===== src/dpfp_pkg.sv =====
// ============================================================================
// dpfp_pkg
// Shared types and codes of the display pixel format packer.
// ============================================================================
`default_nettype none

package dpfp_pkg;

    localparam int MAX_BURST = 4;
    localparam int CNT_W     = $clog2(MAX_BURST + 1);
    localparam int IDX_W     = $clog2(MAX_BURST);

    // pixel_format register codes
    localparam logic [2:0] FMT_ASIS    = 3'd0;
    localparam logic [2:0] FMT_SWAP16  = 3'd1;
    localparam logic [2:0] FMT_RGB444  = 3'd2;
    localparam logic [2:0] FMT_RGB332  = 3'd3;
    localparam logic [2:0] FMT_GRAY256 = 3'd4;
    localparam logic [2:0] FMT_GRAY16  = 3'd5;

    // Bytes produced by one source byte, first byte in entry 0.
    typedef struct packed {
        logic [MAX_BURST-1:0][7:0] bytes;
        logic [CNT_W-1:0]          count;
        logic                      final_flag;
    } t_burst;

endpackage

`default_nettype wire


===== src/display_pixel_format_packer.sv =====
// Latency: a source word's first output byte is valid the cycle after it is accepted.
// Throughput: one output byte per cycle while i_out_stall is low; a source word makes up
//   to 4 output bytes (4 in gray16), sent one at a time by the one-byte output port.
// A word that makes no output (first half of a 16-bit word) leaves the burst empty.
// Reset: synchronous, active low; format returns to pass through, counts and flags cleared.
// ============================================================================
// display_pixel_format_packer
// Converts a source pixel byte stream into SPI display bytes of a chosen format.
// ============================================================================
`default_nettype none

module display_pixel_format_packer (
    input  wire logic       i_clk,
    input  wire logic       i_rst_n,
    // source word channel
    input  wire logic       i_in_valid,
    output logic            o_in_stall,
    input  wire logic [7:0] i_source_byte,
    input  wire logic       i_final_input,
    // output word channel
    output logic            o_out_valid,
    input  wire logic       i_out_stall,
    output logic [7:0]      o_out_byte,
    output logic            o_final_output,
    // pixel_format register write
    input  wire logic       i_cfg_valid,
    output logic            o_cfg_ready,
    input  wire logic [2:0] i_cfg_data
);
    import dpfp_pkg::*;

    t_burst burst;
    logic   accept;
    logic   free;

    // A new source word goes in whenever the burst register is empty or its
    // last byte leaves in this cycle, so bursts follow without a gap.
    assign o_in_stall  = !free;
    assign accept      = i_in_valid && free;
    // Register writes must come only while idle, unenforced here; always take them.
    assign o_cfg_ready = 1'b1;

    // Format register, pairing state and conversion logic.
    dpfp_convert u_convert (
        .i_clk         (i_clk),
        .i_rst_n       (i_rst_n),
        .i_cfg_write   (i_cfg_valid),
        .i_cfg_data    (i_cfg_data),
        .i_accept      (accept),
        .i_source_byte (i_source_byte),
        .i_final_input (i_final_input),
        .o_burst       (burst)
    );

    // Result register: shifts the burst out one byte per cycle while not stalled.
    dpfp_emit u_emit (
        .i_clk          (i_clk),
        .i_rst_n        (i_rst_n),
        .i_load         (accept),
        .i_burst        (burst),
        .o_free         (free),
        .o_out_valid    (o_out_valid),
        .i_stall        (i_out_stall),
        .o_out_byte     (o_out_byte),
        .o_final_output (o_final_output)
    );

endmodule

`default_nettype wire


===== src/dpfp_convert.sv =====
// ============================================================================
// dpfp_convert
// Format register, word pairing state and per-byte conversion to a burst.
// ============================================================================
`default_nettype none

module dpfp_convert (
    input  wire logic          i_clk,
    input  wire logic          i_rst_n,
    input  wire logic          i_cfg_write,
    input  wire logic [2:0]    i_cfg_data,
    input  wire logic          i_accept,
    input  wire logic [7:0]    i_source_byte,
    input  wire logic          i_final_input,
    output dpfp_pkg::t_burst   o_burst
);
    import dpfp_pkg::*;

    logic [2:0] r_fmt;
    logic [7:0] r_held;
    logic       r_is_held;
    logic       r_phase;
    logic [3:0] r_blue;

    logic [7:0] n_held;
    logic       n_is_held;
    logic       n_phase;
    logic [3:0] n_blue;

    t_burst     burst;
    logic       do_pix;
    logic [15:0] pix;
    logic [3:0] pr, pg, pb;
    logic [15:0] w332, w256, wg_hi, wg_lo;

    function automatic logic [15:0] gray16_pix(input logic [3:0] nib);
        logic [5:0] g6;
        logic [4:0] g5;
        g6 = {nib, nib[3:2]};
        g5 = g6[5:1];
        return {g5, g6, g5};
    endfunction

    // r3 widened to five bits: r3 in the top, its msb repeated in the lsb
    function automatic logic [4:0] v_r5(input logic [2:0] r);
        return {r, 1'b0, r[2]};
    endfunction

    always_comb begin
        w332  = {v_r5(i_source_byte[7:5]), i_source_byte[4:2], i_source_byte[4:2],
                 i_source_byte[1:0], i_source_byte[1:0], i_source_byte[1]};
        w256  = {i_source_byte[7:3], i_source_byte[7:2], i_source_byte[7:3]};
        wg_hi = gray16_pix(i_source_byte[7:4]);
        wg_lo = gray16_pix(i_source_byte[3:0]);
    end

    always_comb begin
        burst     = '0;
        n_held    = r_held;
        n_is_held = r_is_held;
        n_phase   = r_phase;
        n_blue    = r_blue;
        do_pix    = 1'b0;
        pix       = {8'h00, i_source_byte};
        if (r_is_held) begin
            pix = {i_source_byte, r_held};
        end
        pr = pix[15:12];
        pg = pix[10:7];
        pb = pix[4:1];

        unique case (r_fmt)
            FMT_SWAP16: begin
                if (r_is_held) begin
                    burst.bytes[0] = i_source_byte;
                    burst.bytes[1] = r_held;
                    burst.count    = CNT_W'(2);
                    n_is_held      = 1'b0;
                end else if (i_final_input) begin
                    burst.bytes[0] = i_source_byte;
                    burst.count    = CNT_W'(1);
                end else begin
                    n_held    = i_source_byte;
                    n_is_held = 1'b1;
                end
            end
            FMT_RGB444: begin
                if (r_is_held || i_final_input) begin
                    do_pix    = 1'b1;
                    n_is_held = 1'b0;
                end else begin
                    n_held    = i_source_byte;
                    n_is_held = 1'b1;
                end
                if (do_pix) begin
                    if (!r_phase) begin
                        burst.bytes[0] = {pr, pg};
                        burst.bytes[1] = {pb, 4'h0};
                        burst.count    = i_final_input ? CNT_W'(2) : CNT_W'(1);
                        n_blue         = pb;
                        n_phase        = 1'b1;
                    end else begin
                        burst.bytes[0] = {r_blue, pr};
                        burst.bytes[1] = {pg, pb};
                        burst.count    = CNT_W'(2);
                        n_phase        = 1'b0;
                    end
                end
            end
            FMT_RGB332: begin
                burst.bytes[0] = w332[15:8];
                burst.bytes[1] = w332[7:0];
                burst.count    = CNT_W'(2);
            end
            FMT_GRAY256: begin
                burst.bytes[0] = w256[15:8];
                burst.bytes[1] = w256[7:0];
                burst.count    = CNT_W'(2);
            end
            FMT_GRAY16: begin
                burst.bytes[0] = wg_hi[15:8];
                burst.bytes[1] = wg_hi[7:0];
                burst.bytes[2] = wg_lo[15:8];
                burst.bytes[3] = wg_lo[7:0];
                burst.count    = CNT_W'(4);
            end
            default: begin
                // as-is and the unassigned codes
                burst.bytes[0] = i_source_byte;
                burst.count    = CNT_W'(1);
            end
        endcase

        burst.final_flag = i_final_input;
        if (i_final_input) begin
            n_is_held = 1'b0;
            n_phase   = 1'b0;
        end
    end

    assign o_burst = burst;

    always_ff @(posedge i_clk) begin
        if (!i_rst_n) begin
            r_fmt     <= FMT_ASIS;
            r_is_held <= 1'b0;
            r_phase   <= 1'b0;
        end else if (i_cfg_write) begin
            r_fmt     <= i_cfg_data;
            r_is_held <= 1'b0;
            r_phase   <= 1'b0;
        end else if (i_accept) begin
            r_is_held <= n_is_held;
            r_phase   <= n_phase;
        end
    end

    always_ff @(posedge i_clk) begin
        if (i_accept) begin
            r_held <= n_held;
            r_blue <= n_blue;
        end
    end

`ifndef ASSERT_OFF
    a_held_fmt: assert property (@(posedge i_clk) disable iff (!i_rst_n)
        r_is_held |-> (r_fmt == FMT_SWAP16 || r_fmt == FMT_RGB444))
        else $error("byte held outside a 16-bit word format");
    a_phase_fmt: assert property (@(posedge i_clk) disable iff (!i_rst_n)
        r_phase |-> (r_fmt == FMT_RGB444))
        else $error("rgb444 phase set outside rgb444 format");
    a_fmt_stable: assert property (@(posedge i_clk) disable iff (!i_rst_n)
        !i_cfg_write |=> $stable(r_fmt))
        else $error("format changed without a register write");
`endif

endmodule

`default_nettype wire


===== src/dpfp_emit.sv =====
// ============================================================================
// dpfp_emit
// Burst register that hands out one byte per cycle, unless stalled, on the output channel.
// ============================================================================
`default_nettype none

module dpfp_emit (
    input  wire logic          i_clk,
    input  wire logic          i_rst_n,
    input  wire logic          i_load,
    input  wire dpfp_pkg::t_burst i_burst,
    output logic               o_free,
    output logic               o_out_valid,
    input  wire logic          i_stall,
    output logic [7:0]         o_out_byte,
    output logic               o_final_output
);
    import dpfp_pkg::*;

    logic [MAX_BURST-1:0][7:0] r_bytes;
    logic [CNT_W-1:0]          r_count;
    logic [IDX_W-1:0]          r_idx;
    logic                      r_final;
    logic                      take;

    assign o_out_valid    = (r_count != '0);
    assign take           = o_out_valid && !i_stall;
    assign o_free         = (r_count == '0) || ((r_count == CNT_W'(1)) && !i_stall);
    assign o_out_byte     = r_bytes[r_idx];
    assign o_final_output = r_final && (r_count == CNT_W'(1));

    always_ff @(posedge i_clk) begin
        if (!i_rst_n) begin
            r_count <= '0;
            r_idx   <= '0;
        end else if (i_load) begin
            r_count <= i_burst.count;
            r_idx   <= '0;
        end else if (take) begin
            r_count <= r_count - CNT_W'(1);
            r_idx   <= r_idx + IDX_W'(1);
        end
    end

    always_ff @(posedge i_clk) begin
        if (i_load) begin
            r_bytes <= i_burst.bytes;
            r_final <= i_burst.final_flag;
        end
    end

`ifndef ASSERT_OFF
    a_count_max: assert property (@(posedge i_clk) disable iff (!i_rst_n)
        r_count <= CNT_W'(MAX_BURST))
        else $error("burst count beyond its depth");
    a_load_free: assert property (@(posedge i_clk) disable iff (!i_rst_n)
        i_load |-> (r_count == '0 || (r_count == CNT_W'(1) && !i_stall)))
        else $error("burst loaded over bytes not yet sent");
    a_stall_hold: assert property (@(posedge i_clk) disable iff (!i_rst_n)
        (o_out_valid && i_stall) |=> ($stable(r_count) && $stable(r_idx)))
        else $error("burst advanced while stalled");
`endif

endmodule

`default_nettype wire

===== config.mk =====
export PLATFORM = sky130hd
export DESIGN_NAME = display_pixel_format_packer
export DESIGN_NICKNAME = d
export VERILOG_FILES = /design/src/dpfp_pkg.sv /design/src/display_pixel_format_packer.sv /design/src/dpfp_convert.sv /design/src/dpfp_emit.sv
export SDC_FILE = /design/constraint.sdc
export NUM_CORES = 1
export LEC_CHECK = 0
export ABC_AREA = 1
export BUFFER_PORTS_ARGS = -buffer_cell sky130_fd_sc_hd__buf_4
export CAP_MARGIN = 20
export CORE_ASPECT_RATIO = 0.5
export CORE_MARGIN = 2
export CORE_UTILIZATION = 62
export CTS_CLUSTER_SIZE = 16
export DETAILED_ROUTE_END_ITERATION = 6
export PLACE_DENSITY = 0.86
export SYNTH_ARGS = -nofsm -noshare
export SYNTH_HDL_FRONTEND = slang
export SYNTH_SLANG_ARGS = --single-unit

===== constraint.sdc =====
create_clock -name i_clk -period 4.6 [get_ports i_clk]
set_input_delay 0.46 -clock i_clk [delete_from_list [all_inputs] [get_ports i_clk]]
set_output_delay 0.46 -clock i_clk [all_outputs]
set_load 0.1 [all_outputs]

After elaboration in Yosys (flattened, before gate mapping)
Cells that the tools add are included.
{"block": "word_totals", "regBits": 55, "inputBits": 17, "out_inout_bits": 12, "elab_cells": 74}
{"block": "classes", "addsub": 2, "n_lt_le_gt_ge": 1, "eq_ne": 9, "mux": 27, "bitwise": 2, "n_reduce_logical": 21}
{"cell": "one-hot mux 11 bit (5 select lines)", "count": 1}
{"cell": "2-to-1 mux 8 bit", "count": 5}
{"cell": "one-hot mux 8 bit (5 select lines)", "count": 1}
{"cell": "2-to-1 mux 19 bit", "count": 2}
{"cell": "2-to-1 mux 11 bit", "count": 2}
{"cell": "binary-select mux 8 bit (select 2 bit)", "count": 1}
{"cell": "2-to-1 mux 16 bit", "count": 1}
{"cell": "one-hot mux 8 bit (2 select lines)", "count": 1}
{"cell": "2-to-1 mux 1 bit", "count": 9}
{"cell": "nonzero test 2 bit", "count": 4}
{"cell": "equality test 3 x 1 -> 1 bit (second input constant)", "count": 2}
{"cell": "equality test 3 x 2 -> 1 bit (second input constant)", "count": 2}
{"cell": "equality test 3 bit (second input constant)", "count": 2}
{"cell": "2-to-1 mux 3 bit", "count": 2}
{"cell": "!= test 2 bit (second input constant)", "count": 3}
{"cell": "nonzero test 3 bit", "count": 2}
{"cell": "AND reduction 5 bit", "count": 1}
{"cell": "logical AND 1 bit", "count": 4}
{"cell": "AND reduction 4 bit", "count": 1}
{"cell": "OR reduction 2 bit", "count": 2}
{"cell": "logical NOT 3 bit", "count": 1}
{"cell": "< comparator 2 x 3 -> 1 bit (second input constant)", "count": 1}
{"cell": "AND reduction 3 bit", "count": 1}
{"cell": "subtractor 3 x 1 -> 3 bit (second input constant)", "count": 1}
{"cell": "other kinds (7)", "count": 10}

Depth between registers and ports, before layout
Gate-level depths: netlist (run 1).
{"block": "depth", "depth_word": 6, "ltp_mapped": 9, "ltp_nobuf": 9}

Hierarchy
A second synthesis (run 1) with hierarchy kept.
{"block": "hier_totals", "hier_cells": 361, "hier_area_um2": 3072.9}
{"module": "dpfp_emit", "instances": 1, "cells_per_inst": 128, "area_per_inst_um2": 1640.3, "seq_area_each_um2": 1091.0}
{"module": "dpfp_convert", "instances": 1, "cells_per_inst": 228, "area_per_inst_um2": 1410.1, "seq_area_each_um2": 460.4}
{"module": "display_pixel_format_packer", "instances": 1, "cells_per_inst": 5, "area_per_inst_um2": 22.5, "seq_area_each_um2": 0.0}

Least setup slack after synthesis (run 1)
Ideal clock, no wire load.
{"block": "synth_timing", "kind": "register to register", "startpoint": "register u_emit.r_count[0]", "endpoint": "register u_convert.r_held[0], enable pin", "setup_time_ns": 0.370, "arrival_time_ns": 2.591, "required_time_ns": 4.230, "slack_ns": 1.639, "path_stages_with_launch": 9, "path_buffers": 0, "period_less_slack_ns": 2.961, "path_cell_list": "dfxtp_1 inv_1 ha_1 nand2_1 nand2_1 nand2_2 inv_1 nand2_1 nor2_1"}
{"block": "synth_between", "elab_chain_cells": 5, "word_cells_on_any_way": 6, "classes_between": "1 x eq/ne; 5 x reduce/logical"}
{"element": "start, declared", "line": "dpfp_emit.sv:21", "rtl": "logic [CNT_W-1:0] r_count;"}
{"element": "start signal, assigned", "line": "dpfp_emit.sv:37", "rtl": "r_count <= i_burst.count;"}
{"element": "start signal, assigned", "line": "dpfp_emit.sv:40", "rtl": "r_count <= r_count - CNT_W'(1);"}
{"element": "equality test 3 x 1 -> 1 bit", "line": "dpfp_emit.sv:28", "rtl": "assign o_free = (r_count == '0) || ((r_count == CNT_W'(1)) && !i_stall);"}
{"element": "logical AND 1 bit", "line": "dpfp_emit.sv:28"}
{"element": "logical OR 1 bit *", "line": "dpfp_emit.sv:28"}
{"element": "logical AND 1 bit *", "line": "display_pixel_format_packer.sv:39", "rtl": "assign accept = i_in_valid && free;"}
{"element": "net accept", "line": "display_pixel_format_packer.sv:33", "rtl": "logic accept;"}
{"element": "AND reduction 5 bit (no line) *"}
{"element": "end signal, assigned", "line": "dpfp_convert.sv:160", "rtl": "r_held <= n_held;"}
{"element": "end, declared", "line": "dpfp_convert.sv:20", "rtl": "logic [7:0] r_held;"}
The timed path passes the listed nets; every way through them passes the cells marked *.
A chain may end at the register's enable or synchronous reset.

Final worst setup path (run 1)
{"block": "layout_timing", "startpoint": "register u_emit.r_count[0]", "endpoint": "register u_convert.r_held[6], enable pin"}
Same word-level chain as after synthesis.

==> metrics, run 1 <==
hpwl dp=5140 um; P_sw=0.873 mW; number of gates resized after CTS=0; first-pass GRT wire length=10500 um; Setup Skew=0.00793 ns; Switching Share=0.517; number of synthesized register bits=43; Peak Freq=372 MHz; vias in the first global route=2001; most frequent cell after synthesis=nand2_1; FF-to-FF setup slack=1.91 ns; Die Width=91.8 um; R2R depth=8; Clock Root Buffer=clkbuf_8; Post-Synth Simple-Gate Area=0.251; count of cell types in the netlist=31; xor and xnor fraction of the mapped netlist area=0.0110; Final ANT Viol Nets=0; CP Class=register to register; logic gate share of total power=0.509; via count=2317; top_reg_cell synth=edfxtp_1; Power Density=625 mW/mm^2; yosys warns=0; Syn Area/Cell=8.05 sq um; All-Layer GR Usage=0.336; post-route cell area=0.00270 sq mm; post-synth top area share=0.415; Clock Sinks=43; initial DRC count=379; reg-to-reg endpoint=u_convert.r_held[6]; Post-DP Area=0.00262 sq mm; layout cells sized above 1=0.123; VDD IR max=0.248 mV; DRC errors left=0; Tcrit/Tclk final=0.584; Pleak=1.17 nW; Reg2Reg Launch Point=u_emit.r_count[0]; Post-CTS Hold Fix Bufs=0; Worst-Margin Slew=0.932 ns; Critical Path Sink Type=register; Die Footprint=0.00440 sq mm; DIE HEIGHT=47.9 um; largest family of logic cells by synthesized area=simple AND/OR/NAND/NOR gates; syn nets=317; Final #Nets=343; TritonCTS clock tree=done; dominant cells by area after synthesis=edfxtp_1 (41%), nand2_1 (13%), dfxtp_1 (8.4%); CTS clock-pin slew for the worst setup and hold paths=0.08 ns; Hold/Removal Path Class=primary input to register; CP arrival=2.62 ns; I/O Buffers=27; number of synthesized flops with an enable pin=33; area leader, netlist=edfxtp_1; Post-CTS Setup Inserts=0; post-route minimum period=2.69 ns; normalized max-slew margin=0.378; RSZ-0062 raised after global routing=false; Int Power=0.816 mW; Layout area overhead=13.1%; vias per inst=6.18; CTS Buffer Depth=2; routed len/inst=18.3 um; Adder-Cell Fraction of Synth Area=0.0157; largest fanout on the critical path=27; router iterations before antenna repair=6; CTS Buf Count=5; final WL=6870 um; Synth Area in Compound Gates=0.153; count of final setup violators=0; Starting Density=0.670; Post-Syn Area=0.00239 sq mm; n_diodes=0; status=finished, final reports clean; Clock power frac=0.141; sequential power share=0.350; H-tree levels=2; antenna violations before repair=0; Max Cap Violations=0; Crit. Startpoint=u_emit.r_count[0]; global placer's final weighted congestion=1.04; top cells by count, synth=nand2_1 (80), edfxtp_1 (33), inv_1 (33); CP required=4.53 ns; sequential area share after synthesis=0.498; Site Rows=15; Core ar.=0.00357 sq mm; worst skew pair latency=0.30 ns; crit path launch type=register; I/O pin cnt=29; Critical Path End=u_convert.r_held[6]; Final Slew Violations=0; Mapped Cells=297; final hold vios=0; Final Core Density=0.758; grt total ovfl=0; hold slack final=0.368 ns; mux cell area share after synthesis=0; pin count of the biggest net entering global routing=28; Post-synth ARST share=0; setup TNS=0 ns
-- area by class of cell --
type	instances	area (sq um)
sequential	43	1190
clock inverter	2	11.3
fill	248	862
tap	51	63.8
clock buffer	6	72.6
inverter	34	128
timing repair buffer	27	203
multi-input combinational	212	1030
-- metal layers --
layer | vias up | part of all wire | global-route usage
met2 | 181 | 0.42 | 0.529
met4 | 0 | 0.019 | 0.0925
met5 | - | 0 | 0
met1 | 1053 | 0.41 | 0.450
li1 | 1062 | - | -
met3 | 21 | 0.15 | 0.128
-- layout by cell type, fill, tap and decap left out, types with 2 or more instances in the layout --
| master | n |
|---|---|
| nand2_1 | 80 |
| inv_1 | 33 |
| edfxtp_1 | 33 |
| nand3_1 | 27 |
| buf_4 | 27 |
| nor2_1 | 25 |
| a21oi_1 | 21 |
| o21ai_0 | 18 |
| dfxtp_1 | 10 |
| a22oi_1 | 6 |
| a31oi_1 | 5 |
| clkbuf_8 | 5 |
| nor2_2 | 3 |
| o211ai_1 | 3 |
| nand4_1 | 3 |
| o2111ai_1 | 3 |
| xor2_1 | 3 |
| ha_1 | 3 |
| nor3_1 | 2 |
| a21o_1 | 2 |
-- worst min-delay path by stage --
stage | start | end | slack, ns | depth (start not counted)
after CTS | i_source_byte[3] | u_convert.r_held[3] | 0.36 | 1
after floorplan | u_emit.r_count[2] | u_emit.r_count[2] | 0.48 | 2
after global routing | i_source_byte[3] | u_convert.r_held[3] | 0.36 | 1
final | i_source_byte[3] | u_convert.r_held[3] | 0.37 | 1
after global placement | u_emit.r_count[2] | u_emit.r_count[2] | 0.50 | 2
after detailed placement | u_emit.r_count[2] | u_emit.r_count[2] | 0.51 | 2
-- cell families after synthesis --
logic type / count (synthesis)
fa+ha+maj: 3
compound gates: 62
flops: 43
simple gates: 143
xor+xnor: 3
other cells: 1
buf+inv: 42
-- sequential cells by signal, summed over array words and instances (netlist names) --
signal,count
u_convert.r_blue,4
u_convert.r_fmt,3
u_convert.r_held,8
u_convert.r_is_held,1
u_convert.r_phase,1
u_emit.r_bytes,20
u_emit.r_count,3
u_emit.r_final,1
u_emit.r_idx,2
-- critical path, cell delays in order (launching register included) --
cell and delay, ns:
dfxtp_1 0.33, inv_1 0.11, ha_1 0.15, nand2_1 0.08, nand2_1 0.14, nand2_2 0.15
inv_1 0.72, nand2_1 0.10, nor2_1 0.54
-- power groups by stage --
| stage | Clock, mW | Sequential [mW] | Combinational, mW |
|---|---|---|---|
| global placement | 0 | 0.590 | 0.831 |
| CTS | 0.238 | 0.588 | 0.855 |
| global route | 0.250 | 0.600 | 0.902 |
| detailed placement | 0 | 0.596 | 0.850 |
| floorplan | 0 | 0.562 | 0.692 |
| finish | 0.238 | 0.591 | 0.860 |
-- stage by stage --
step           setup WS [ns]  total power [mW]  cells
3_3_place_gp            2.02              1.42    367
3_5_place_dp            1.91              1.45    367
6_report                1.91              1.69    375
4_1_cts                 1.95              1.68    375
5_1_grt                 1.70              1.75    375
2_1_floorplan           1.64              1.25    297
(Power assumes the default switching activity.)
==> run 2, diff against run 1 <==
- CORE_UTILIZATION: 62 -> 52
- PLACE_DENSITY: 0.86 -> 0.77
- clock period: 4.6 -> 2.35 ns (I/O delays scaled with it)
==> run 2 against run 1 <==
Net effect:
- design area rose by 3.0%
- via count down 4.4%
- die area rose by 18%
- sequential power is 91% higher
- register-to-register slack lost 1.5 ns
- worst hold slack lost 0.22 ns
- clock skew decreased by 0.00096 ns
- critical endpoint is now o_out_byte[6]
- largest power group unchanged
==> metrics, run 2 (same netlist as run 1, synthesis figures left out) <==
Post-CTS Setup Inserts=0; RSZ-0062 raised after global routing=false; Final Slew Violations=0; reg-to-reg endpoint=u_convert.r_held[7]; CTS clock-pin slew for the worst setup and hold paths=0.08 ns; via count=2216; hold endpoint=u_convert.r_held[7]; grt total ovfl=0; first-pass GRT wire length=10600 um; antenna violations before repair=0; setup TNS=0 ns; post-route cell area=0.00279 sq mm; CP required=2.12 ns; CP Class=register to primary output; count of final setup violators=0; CP arrival=1.83 ns; H-tree levels=2; TritonCTS clock tree=done; most common cell after layout, fill and taps aside=nand2_1; Power Density=1210 mW/mm^2; largest fanout on the critical path=15; total power=3.38 mW; CTS Buffer Depth=2; Pleak=1.18 nW; DIE HEIGHT=51.9 um; Core ar.=0.00440 sq mm; I/O Buffers=27; final WL=6580 um; vias per inst=5.77; crit path launch type=register; R2R depth=8; Site Rows=17; Clock Root Buffer=clkbuf_8; Max Cap Violations=0; Die Footprint=0.00519 sq mm; All-Layer GR Usage=0.277; max reg flops=20; status=finished, final reports clean; Non-Filler Instances=384; WHS Path Cells=1; Die Width=99.9 um; largest registers=u_emit.r_bytes x20, u_convert.r_held x8, u_convert.r_blue x4; worst hold start=i_source_byte[7]; router iterations before antenna repair=6; worst skew pair latency=0.29 ns; DRC errors left=0; Starting Density=0.543; routed len/inst=17.1 um; commonest non-fill, non-tap cells in the layout=nand2_1 (79), edfxtp_1 (33), inv_1 (32), buf_4 (30), nand3_1 (27); Clock Sinks=43; Final ANT Viol Nets=0; normalized max-slew margin=0.638; Layout area overhead=16.5%; Reg2Reg Launch Point=u_emit.r_count[0]; hpwl dp=5180 um; layout cells sized above 1=0.165; vias in the first global route=2093; Final #Nets=346; final hold vios=0; pin count of the biggest net entering global routing=23; number of gates resized after CTS=0; n_diodes=0; post-route minimum period=2.06 ns; Worst-Margin Slew=0.537 ns; Tcrit/Tclk final=0.877; initial DRC count=275; Hold/Removal Path Class=primary input to register; Largest Register=u_emit.r_bytes; Setup Skew=0.00697 ns; CTS Buf Count=5; Critical Path Sink Type=primary output; I/O pin cnt=29; Post-DP Area=0.00270 sq mm; Peak Freq=485 MHz; FF-to-FF setup slack=0.46 ns; Post-CTS Hold Fix Bufs=0; global placer's final weighted congestion=0.978; placed insts=376; VDD IR max=0.668 mV
[run 2: changes by cell type in the layout (fill, tap and decap cells not counted), moves of 2 or more]
cell,change
a22oi_1,-6
a22oi_2,+6
buf_4,+3
clkinvlp_4,+2
[run 2: routing by layer]
| layer | global-route usage | vias to the layer above | part of all wire |
|---|---|---|---|
| met5 | 0 | - | 0 |
| met4 | 0.0457 | 0 | 0.0094 |
| met3 | 0.0833 | 7 | 0.11 |
| li1 | - | 1067 | - |
| met1 | 0.404 | 1016 | 0.46 |
| met2 | 0.417 | 126 | 0.41 |
[run 2: report_power, final]
part           switching [mW]  leakage [nW]  internal [mW]  total, mW
Sequential             0.0980         0.394           1.03       1.13
Combinational            1.38         0.741          0.406       1.79
Clock                   0.251        0.0412          0.208      0.458
[run 2: how the worst max path moves through the flow]
stage,end,startpoint,depth (start not counted),slack (ns)
3_5_place_dp,u_convert.r_held[4],u_emit.r_count[0],8,0.47
5_1_grt,o_out_byte[5],u_emit.r_idx[0],4,0.11
2_1_floorplan,u_convert.r_held[0],u_emit.r_count[0],8,0.07
3_3_place_gp,u_convert.r_held[3],u_emit.r_count[1],8,0.59
4_1_cts,o_out_byte[5],u_emit.r_idx[0],4,0.30
6_report,o_out_byte[6],u_emit.r_idx[0],4,0.29
[run 2: worst max-delay path: stages (launching register included)]
cell and delay, ns:
dfxtp_1 0.60, inv_1 0.28, a21oi_1 0.31, a22oi_2 0.09, buf_4 0.25
[run 2: stage by stage]
step | utilization | worst slack (ns) | hold slack (ns)
2_1_floorplan | - | 0.0712 | 0.334
3_3_place_gp | 0.613 | 0.590 | 0.442
3_5_place_dp | 0.613 | 0.472 | 0.445
4_1_cts | 0.633 | 0.302 | 0.147
5_1_grt | 0.633 | 0.111 | 0.150
6_report | 0.633 | 0.289 | 0.150
[run 2: layout make-up]
type	instances	area [sq um]
clock buffers	6	72.6
inverters	34	131
repair buffers	30	225
clock inverters	2	12.5
fillers	384	1620
multi-input cells	212	1080
well taps	57	71.3
flip-flops and latches	43	1190
==> run 3, diff against run 2 <==
--- a/config.mk
+++ b/config.mk
@@ -12,5 +12,4 @@
 export CORE_MARGIN = 2
 export CORE_UTILIZATION = 52
-export CTS_CLUSTER_SIZE = 16
 export DETAILED_ROUTE_END_ITERATION = 6
 export PLACE_DENSITY = 0.77
==> constraint.sdc (replaced) <==
create_clock -name i_clk -period 2.35 [get_ports i_clk]
set_input_delay 0.235 -clock i_clk [delete_from_list [all_inputs] [get_ports i_clk]]
set_output_delay 0.235 -clock i_clk [all_outputs]
set_load 0.02 [all_outputs]
==> run 3 against run 2 <==
Net effect:
- fmax is 10% higher
- non-clock buffer count grew 3
- routed wire length rose by 0.62%
- via count is 0.14% lower
- utilization grew 0.45 points
- die area stayed put
- clock power rose by 49%
- worst hold slack worse by 0.010 ns
- worst setup slack better by 0.19 ns
- count of clock-buffer cells in the layout stayed put
- critical path depth grew 5
- sequential share of layout area down 0.31 points
==> metrics, run 3 (same netlist as run 1, synthesis figures left out) <==
status=finished, final reports clean; via count=2213; vias in the first global route=2039; largest registers=u_emit.r_bytes x20, u_convert.r_held x8, u_convert.r_blue x4; Post-DP Area=0.00267 sq mm; CTS Buf Count=5; Clock Sinks=43; Final #Nets=349; count of final setup violators=0; post-route cell area=0.00281 sq mm; max incr delay on CP=0.31 ns; first-pass GRT wire length=10500 um; Final Core Density=0.637; commonest non-fill, non-tap cells in the layout=nand2_1 (80), inv_1 (33), buf_4 (33), edfxtp_1 (33), nand3_1 (27); Pleak=1.22 nW; Setup Skew=0.00760 ns; DIE HEIGHT=51.9 um; total power=2.83 mW; Place WS=0.527 ns; routed len/inst=17.1 um; Die Width=99.9 um; CTS clock-pin slew for the worst setup and hold paths=0.08 ns; grt total ovfl=0; Core ar.=0.00440 sq mm; final hold vios=0; router iterations before antenna repair=7; WP buf/inv=3; antenna violations before repair=0; normalized max-slew margin=0.665; Hold/Removal Path Class=primary input to register; Die Footprint=0.00519 sq mm; placed insts=379; FILL cells=403; crit path launch type=register; I/O Buffers=27; Clock Root Buffer=clkbuf_8; global placer's final weighted congestion=0.970; largest fanout on the critical path=8; vias per inst=5.72; number of gates resized after CTS=0; Tcrit/Tclk final=0.795; Site Rows=17; All-Layer GR Usage=0.278; final worst slack=0.483 ns; Max Cap Violations=0; H-tree levels=2; max reg flops=20; Post-CTS Hold Fix Bufs=0; post-route minimum period=1.87 ns; TritonCTS clock tree=done; RSZ-0062 raised after global routing=false; CP arrival=1.88 ns; Largest Register=u_emit.r_bytes; worst skew pair latency=0.30 ns; Final ANT Viol Nets=0; I/O pin cnt=29; Power Density=1010 mW/mm^2; Final Slew Violations=0; Critical Path Sink Type=register; CP Class=register to register; setup TNS=0 ns; layout cells sized above 1=0.139; pin count of the biggest net entering global routing=23; Layout area overhead=17.4%; worst-path cell chain=inv_1 > ha_1 > nand3_1 > nand2_1 > nand2_2 > inv_1 > nand2_1 > nor2_1 > buf_4; initial DRC count=240; Starting Density=0.543; CP required=2.36 ns; delay-heaviest family, CP=simple AND/OR/NAND/NOR gates; Worst-Margin Slew=0.498 ns; n_diodes=0; Non-Filler Instances=387; VDD IR max=0.390 mV; most common cell after layout, fill and taps aside=nand2_1; CTS Buffer Depth=2; hpwl dp=5130 um; DRC errors left=0; hold slack final=0.140 ns; slowest CP cell=dfxtp_1; Peak Freq=536 MHz; Post-CTS Setup Inserts=0; final WL=6620 um
run 3: worst paths after layout:
kind	start	endpoint	slack, ns	depth (start not counted)
hold reg to reg	u_emit.r_count[2]	u_emit.r_count[2]	0.53	2
setup / recovery	u_emit.r_count[1]	u_convert.r_held[7]	0.48	9
hold / removal	i_source_byte[3]	u_convert.r_held[3]	0.14	1
setup reg to reg	u_emit.r_count[1]	u_convert.r_held[7]	0.48	9
run 3: layout make-up:
type | count | area (sq um) | share of cell area
inverter | 34 | 128 | 0.0455
multi-input combinational | 212 | 1030 | 0.369
tap | 57 | 71.3 | 0.0254
clock buffer | 6 | 72.6 | 0.0259
timing repair buffer | 33 | 248 | 0.0883
clock inverter | 2 | 60.1 | 0.0214
sequential | 43 | 1190 | 0.425
run 3: report_power, final:
group / internal, mW / switching [mW]
Clock: 0.425 / 0.259
Sequential: 1.03 / 0.0760
Combinational: 0.377 / 0.661
run 3: routing by layer:
metal  GRT usage  routed length, um  vias to the layer above
li1            -                  -                     1074
met1       0.421               3270                     1003
met2       0.380               2520                      128
met3       0.102                788                        8
met4      0.0457                 46                        0
met5           0                  0                        -
